`src/design/tpst_pkg.sv`:
```
// Shared widths, types and constants for the triangle pair separating axis test.
`default_nettype none
package tpst_pkg;
	localparam int COORD_BITS_DEF = 24;
	localparam int CFG_BITS = 32;
	localparam int NUM_AXES = 11;
	localparam int AXIS_IDX_BITS = 4;
	localparam int CMD_QUEUE_DEPTH = 2;

	// Control part of one request handed from the front to the back: the vertex slot and its eval mark.
	typedef struct packed {
		logic       store_en;
		logic       tri_sel;
		logic [1:0] corner;
		logic       evaluate;
	} cmd_ctl_t;
endpackage
`default_nettype wire

```
`src/design/tpst_front.sv`:
```
// Front: accepts vertex requests and queues them for the back end.
`default_nettype none
module tpst_front import tpst_pkg::*; #(
	parameter int COORD_BITS = COORD_BITS_DEF
) (
	input  wire logic                         clk,
	input  wire logic                         arst_n,
	input  wire logic                         push,
	output logic                              full,
	input  wire logic                         triangle_select,
	input  wire logic [1:0]                   corner,
	input  wire logic signed [COORD_BITS-1:0] coord_x,
	input  wire logic signed [COORD_BITS-1:0] coord_y,
	input  wire logic signed [COORD_BITS-1:0] coord_z,
	input  wire logic                         evaluate,
	output logic                              cmd_valid,
	input  wire logic                         cmd_take,
	output cmd_ctl_t                          cmd_ctl,
	output logic [3*COORD_BITS-1:0]           cmd_xyz
);
	localparam int PW = $clog2(CMD_QUEUE_DEPTH);
	cmd_ctl_t                ctl_q [CMD_QUEUE_DEPTH];
	logic [3*COORD_BITS-1:0] xyz_q [CMD_QUEUE_DEPTH];
	logic [PW-1:0]           wr_q, rd_q;
	logic [PW:0]             cnt_q;
	logic                    do_push, do_pop;
	cmd_ctl_t                in_ctl;

	always_comb begin
		in_ctl.store_en = (corner != 2'd3);
		in_ctl.tri_sel  = triangle_select;
		in_ctl.corner   = corner;
		in_ctl.evaluate = evaluate;
	end

	assign full      = (cnt_q == (PW+1)'(CMD_QUEUE_DEPTH));
	assign do_push   = push && !full;
	assign cmd_valid = (cnt_q != '0);
	assign do_pop    = cmd_valid && cmd_take;
	assign cmd_ctl   = ctl_q[rd_q];
	assign cmd_xyz   = xyz_q[rd_q];

	always_ff @(posedge clk) begin
		if (do_push) begin
			ctl_q[wr_q] <= in_ctl;
			xyz_q[wr_q] <= {coord_z, coord_y, coord_x};
		end
	end

	always_ff @(posedge clk or negedge arst_n) begin
		if (!arst_n) begin
			wr_q  <= '0;
			rd_q  <= '0;
			cnt_q <= '0;
		end else begin
			if (do_push) wr_q <= wr_q + PW'(1);
			if (do_pop)  rd_q <= rd_q + PW'(1);
			cnt_q <= cnt_q + (PW+1)'(do_push) - (PW+1)'(do_pop);
		end
	end
endmodule
`default_nettype wire

```
`config.mk`:
```
export PLATFORM = sky130hd
export DESIGN_NAME = tpst_front
export DESIGN_NICKNAME = d
export VERILOG_FILES = /design/src/design/tpst_pkg.sv /design/src/design/tpst_front.sv
export SDC_FILE = /design/constraint.sdc
export NUM_CORES = 1
export LEC_CHECK = 0
export BUFFER_PORTS_ARGS = -buffer_cell sky130_fd_sc_hd__buf_2
export CAP_MARGIN = 20
export CORE_MARGIN = 10
export CORE_UTILIZATION = 52
export DETAILED_ROUTE_END_ITERATION = 10
export PLACE_DENSITY_LB_ADDON = 0.2
export SLEW_MARGIN = 20
export SYNTH_ARGS = -nofsm -noshare
export SYNTH_HDL_FRONTEND = slang
export SYNTH_SLANG_ARGS = --single-unit
```
`constraint.sdc`:
```
create_clock -name clk -period 5.45 [get_ports clk]
set_input_delay 0.545 -clock clk [delete_from_list [all_inputs] [get_ports clk]]
set_output_delay 0.545 -clock clk [all_outputs]
set_load 0.1 [all_outputs]
```
Word-level counts from Yosys, hierarchy flattened
Memory sizes are Yosys's and may differ from the RTL's. Index checks and enable logic that the tools add are counted.

Register bits: 4. Memory bits (writable): 154. Input bits: 80. Output and inout bits: 79. Word-level logic and storage cells: 17. Memories: 2.

$add $sub $neg: 4. Equal/unequal tests: 2. Multiplexer cells: 2. Reduce and logical (&&, ||, !) cells: 4.

Memories: xyz_q (words 2, width 72, read ports 1, clocked after memory_dff 0, write ports 1, line tpst_front.sv:23) `logic [3*COORD_BITS-1:0] xyz_q [CMD_QUEUE_DEPTH];`; ctl_q (words 2, width 5, read ports 1, clocked after memory_dff 0, write ports 1, line tpst_front.sv:22) `cmd_ctl_t ctl_q [CMD_QUEUE_DEPTH];`.

Operators with widths (number): $add A1 B1 Y1 const B (2); $add A2 B1 Y2 (1); $eq A2 B2 Y1 const B (1); $logic_and A1 B1 Y1 (2); $mux W1 (2); $ne A2 B2 Y1 const B (1); $reduce_bool A2 Y1 (1); $sub A2 B1 Y2 (1); $logic_not A1 Y1 (1).

Longest topological paths before layout
Depth in word-level cells: 5. Depth in mapped cells: 7. Gate-level depth less buffers: 7.

Worst setup path before layout
No wires, ideal clock.

Kind: in2reg. From: input push. To: memory ctl_q[0][0] (netlist bit) (enable). Library setup time: 513 ps. Arrival: 3852 ps. Required time: 4937 ps. Path slack: 1085 ps. Stages: 2. Cell sequence: nand2_1 > nor2_1.

Word-level cells in the longest chain between the ends: 3.

RTL lines: from (decl) (line tpst_front.sv:8) `input wire logic push,`; $logic_and A1 B1 Y1 (line tpst_front.sv:37) `assign do_push = push && !full;`; $mux W1 (line tpst_front.sv:44) `if (do_push) begin`; $mux W1 (implied by the code) (line tpst_front.sv:45) `ctl_q[wr_q] <= in_ctl;`; to (decl) (line tpst_front.sv:22).

Every way passes these cells.

Worst setup path after layout
From: register rd_q. To: output cmd_xyz[67].

Word-level cells in the longest chain between the ends: 1.

RTL lines: from (decl) (line tpst_front.sv:24) `logic [PW-1:0] wr_q, rd_q;`; from (signal assigned) (line tpst_front.sv:57) `if (do_pop) rd_q <= rd_q + PW'(1);`; $mem_v2 Z2 W72; to (decl) (line tpst_front.sv:19) `output logic [3*COORD_BITS-1:0] cmd_xyz`.

Every way passes these cells.

==> results <==
- The H-tree level count is 4.
- The number of pins with negative max-slew slack in the final report was 0.
- The remaining routing DRC violations is 0.
- The library cell used as clock root buffer is sky130_fd_sc_hd__clkbuf_16.
- The cell count after synthesis came out at ~260.
- The number of DRC markers after the initial detailed-route iteration is roughly 140.
- In the layout the commonest cells are sky130_fd_sc_hd__buf_2 (158), sky130_fd_sc_hd__edfxtp_1 (154), sky130_fd_sc_hd__mux2_2 (57), sky130_fd_sc_hd__mux2_4 (20), sky130_fd_sc_hd__clkbuf_16 (17).
- The initialized floorplan defines 38 standard-cell rows.
- The clock transition at the register clock pins on the worst setup and hold paths after CTS is 0.06 ns.
- In the post-synthesis netlist, the biggest area contributors are sky130_fd_sc_hd__edfxtp_1 (79%), sky130_fd_sc_hd__mux2_2 (11%), sky130_fd_sc_hd__mux2_4 (5.1%).
- The initial antenna violation count is 1.
- For the pin with the worst max-slew slack, the measured transition is between 0.5 and 0.6 ns.
- The die is around 130 um tall.
- Using the TritonRoute via totals, the vias-per-cell ratio works out to roughly 5.
- The type of element launching the critical path is a register.
- Detailed placement finished with a half-perimeter wire length of around 7400 um.
- The maximum number of pins on one net before global-route repair is 79.
- For the worst setup path, the data required time is roughly 4.9 ns.
- Among all stages on the critical path, the largest delay is contributed by sky130_fd_sc_hd__dfrtp_4.
- The minimum clock period after layout is 2.76 ns.
- The synthesized design devotes to its leading area cell type 79.2% of total area.
- The final net count is 514.
- Setup violations remaining at the end of the flow were counted as 0.
- For this block, the via count after detailed routing is 2935.
- During I/O placement, the number of pins put on the boundary was 159.
- The initial cell density of the core is ~53%.
- The worst-path maximum fanout is 42.
- The critical path class is register to output port.
- Counting distinct cell types in the post-synthesis netlist gives 16.
- The post-synth design cell area is 5840 um^2.
- Buffers added to address setup during post-CTS repair amount to 0.
- The critical path contains buffers and inverters numbering 2 combined.
- The proportion of synthesized chip area in sequential cells is 80.9%.
- The via count of the first global-routing pass was 3218.
- The routed wire length per instance is between 15 and 20 um.
- Among cell families on the critical path, the largest total delay comes from flip-flops.
- The data arrival time of the worst path is about 2.2 ns.
- Counting tap cells, the placed design contains a total of approximately 550 instances.
- The number of gates resized after CTS was 0.
- The final weighted congestion in routability-driven placement is between 0.7 and 0.8.
- The fill cell total of the finished layout is 740.
- The area overhead of the layout relative to synthesis is 27.1%.
- The total of flip-flops plus latches after synthesis is 158.
- Once placement finished, the instance area stood at 6760 um^2.
- The post-route clock period utilization is approximately 51%.
- The number of nets in the synthesized netlist is about 340.
- The share of the core filled with cells in the final layout is roughly two thirds.
- The maximum cell stage delay along the critical path is between 0.7 and 0.8 ns.
- For this design, the sink count on the clock tree is 158.
- The post-layout instance count excluding filler cells is roughly 600.
- Setup repair after global routing left no endpoint under its margin.
- The overall global routing resource usage is 13.7%.
- The max capacitance violation total is 0.
- The hold-fix buffer count after cts is 1.
- The latest clock arrival within the worst-skew pair is 0.41 ns.
- For this block, the routed nets add up to between 10000 and 15000 um of wire.
- The chip width is 126 um.
- In this run the worst hold path is classified as primary input to register.
- Summed over all failing endpoints, the final setup total negative slack is 0 ns.
- The length of the first detailed-routing pass in iterations is 5.
- The average instance in the mapped netlist occupies roughly 23 um^2.
- The biggest area contributor in the post-synthesis netlist is sky130_fd_sc_hd__edfxtp_1.
- The most common cell after layout, fill and taps aside is sky130_fd_sc_hd__buf_2.
- The clock tree buffer depth is 2.
- The overall die area is ~16000 um^2.
- The design area is between 7000 and 8000 um^2.
- The first global-routing pass estimated approximately 17000 um of wire.
- The worst slew slack as a fraction of its limit is between 60 and 70%.
- The number of hold violations in the final report is 0.
- Timing would allow up to 363 MHz.
- The count of yosys warnings during synthesis is 0.
- The final global-route overflow total is 0.
- The worst setup path is captured at an output port.
- In this run the tool buffered the top-level ports with 158 buffer cells.
- The critical path goes through buf_16 -> mux2_2 -> buf_2.
- The clock tree from TritonCTS is built.
- The region available for standard cell placement spans between 10000 and 15000 um^2.
- Cells with a size suffix above 1 make up about three fifths of the layout.
- The flow ran to the end, and the final reports show no timing, DRC or antenna violations.
- The number of clock buffers added by TritonCTS is 17.
- Between clock sinks in the finished design, the worst skew comes to around 0.0057 ns.
- The detail route stage leaves a number of antenna-violating nets equal to 0.
through the flow:
stage,hold slack [ns],setup slack (ns)
3_3_place_gp,0.355,2.76
3_5_place_dp,0.360,2.75
4_1_cts,0.300,2.44
6_report,0.319,2.69
2_1_floorplan,0.249,1.09
5_1_grt,0.290,2.57
synthesized netlist by cell type, drive strengths merged:
library cell	n
and2	1
and3	1
buf	9
dfrtp	4
edfxtp	154
ha	2
inv	2
mux2	77
nand2	2
nand2b	1
nor2	1
or2	1
xnor2	3
xor2	1
worst register-to-register path, delay by kind of cell (launching register included):
kind	cells	cell delay (ns)
buffers and inverters	1	0.55
flip-flops	1	0.41
AND/OR/NAND/NOR	3	0.78
metal layers:
layer	vias up	track usage, %	part of all wire [%]
met5	-	0	0
met3	5	7.59	9.2
met4	0	3.82	0.43
met2	117	21.7	49
met1	1433	15.7	41
li1	1380	-	-
cells by family after synthesis:
| logic type | after synthesis | synth area share (%) |
|---|---|---|
| multiplexers | 77 | 16.1 |
| XOR/XNOR | 4 | 0.600 |
| AND/OR/NAND/NOR | 7 | 0.622 |
| adder cells (fa/ha/maj) | 2 | 0.428 |
| buffers and inverters | 11 | 1.33 |
| flip-flops | 158 | 80.9 |
area by class of cell:
| cell class | count | area (um^2) | share of cell area, % |
|---|---|---|---|
| multi-input combinational | 90 | 1050 | 14.2 |
| timing repair buffer | 163 | 883 | 11.9 |
| clock inverter | 14 | 144 | 1.94 |
| inverter | 2 | 7.51 | 0.101 |
| sequential | 158 | 4730 | 63.7 |
| tap | 140 | 175 | 2.36 |
| clock buffer | 18 | 429 | 5.78 |
| antenna | 1 | 2.50 | 0.0337 |
sequential cells by signal, summed over array words and instances, names as in the netlist:
name / flops
ctl_q: 10
wr_q: 1
cnt_q: 2
xyz_q: 144
rd_q: 1
final timing paths:
| kind | start | to | slack (ns) | cells past startpoint |
|---|---|---|---|---|
| setup / recovery | rd_q | cmd_xyz[67] | 2.69 | 3 |
| max in group asynchronous | arst_n | rd_q | 4.83 | 2 |
| hold reg to reg | cnt_q[1] | cnt_q[1] | 0.52 | 1 |
| min in group asynchronous | arst_n | wr_q | 0.47 | 2 |
| hold / removal | coord_x[20] | xyz_q[1][20] | 0.32 | 1 |
| setup reg to reg | cnt_q[1] | xyz_q[0][68] | 3.33 | 4 |
Power is not shown: default switching activity piles up to over one toggle a cycle in this logic, so the estimate is an artifact.
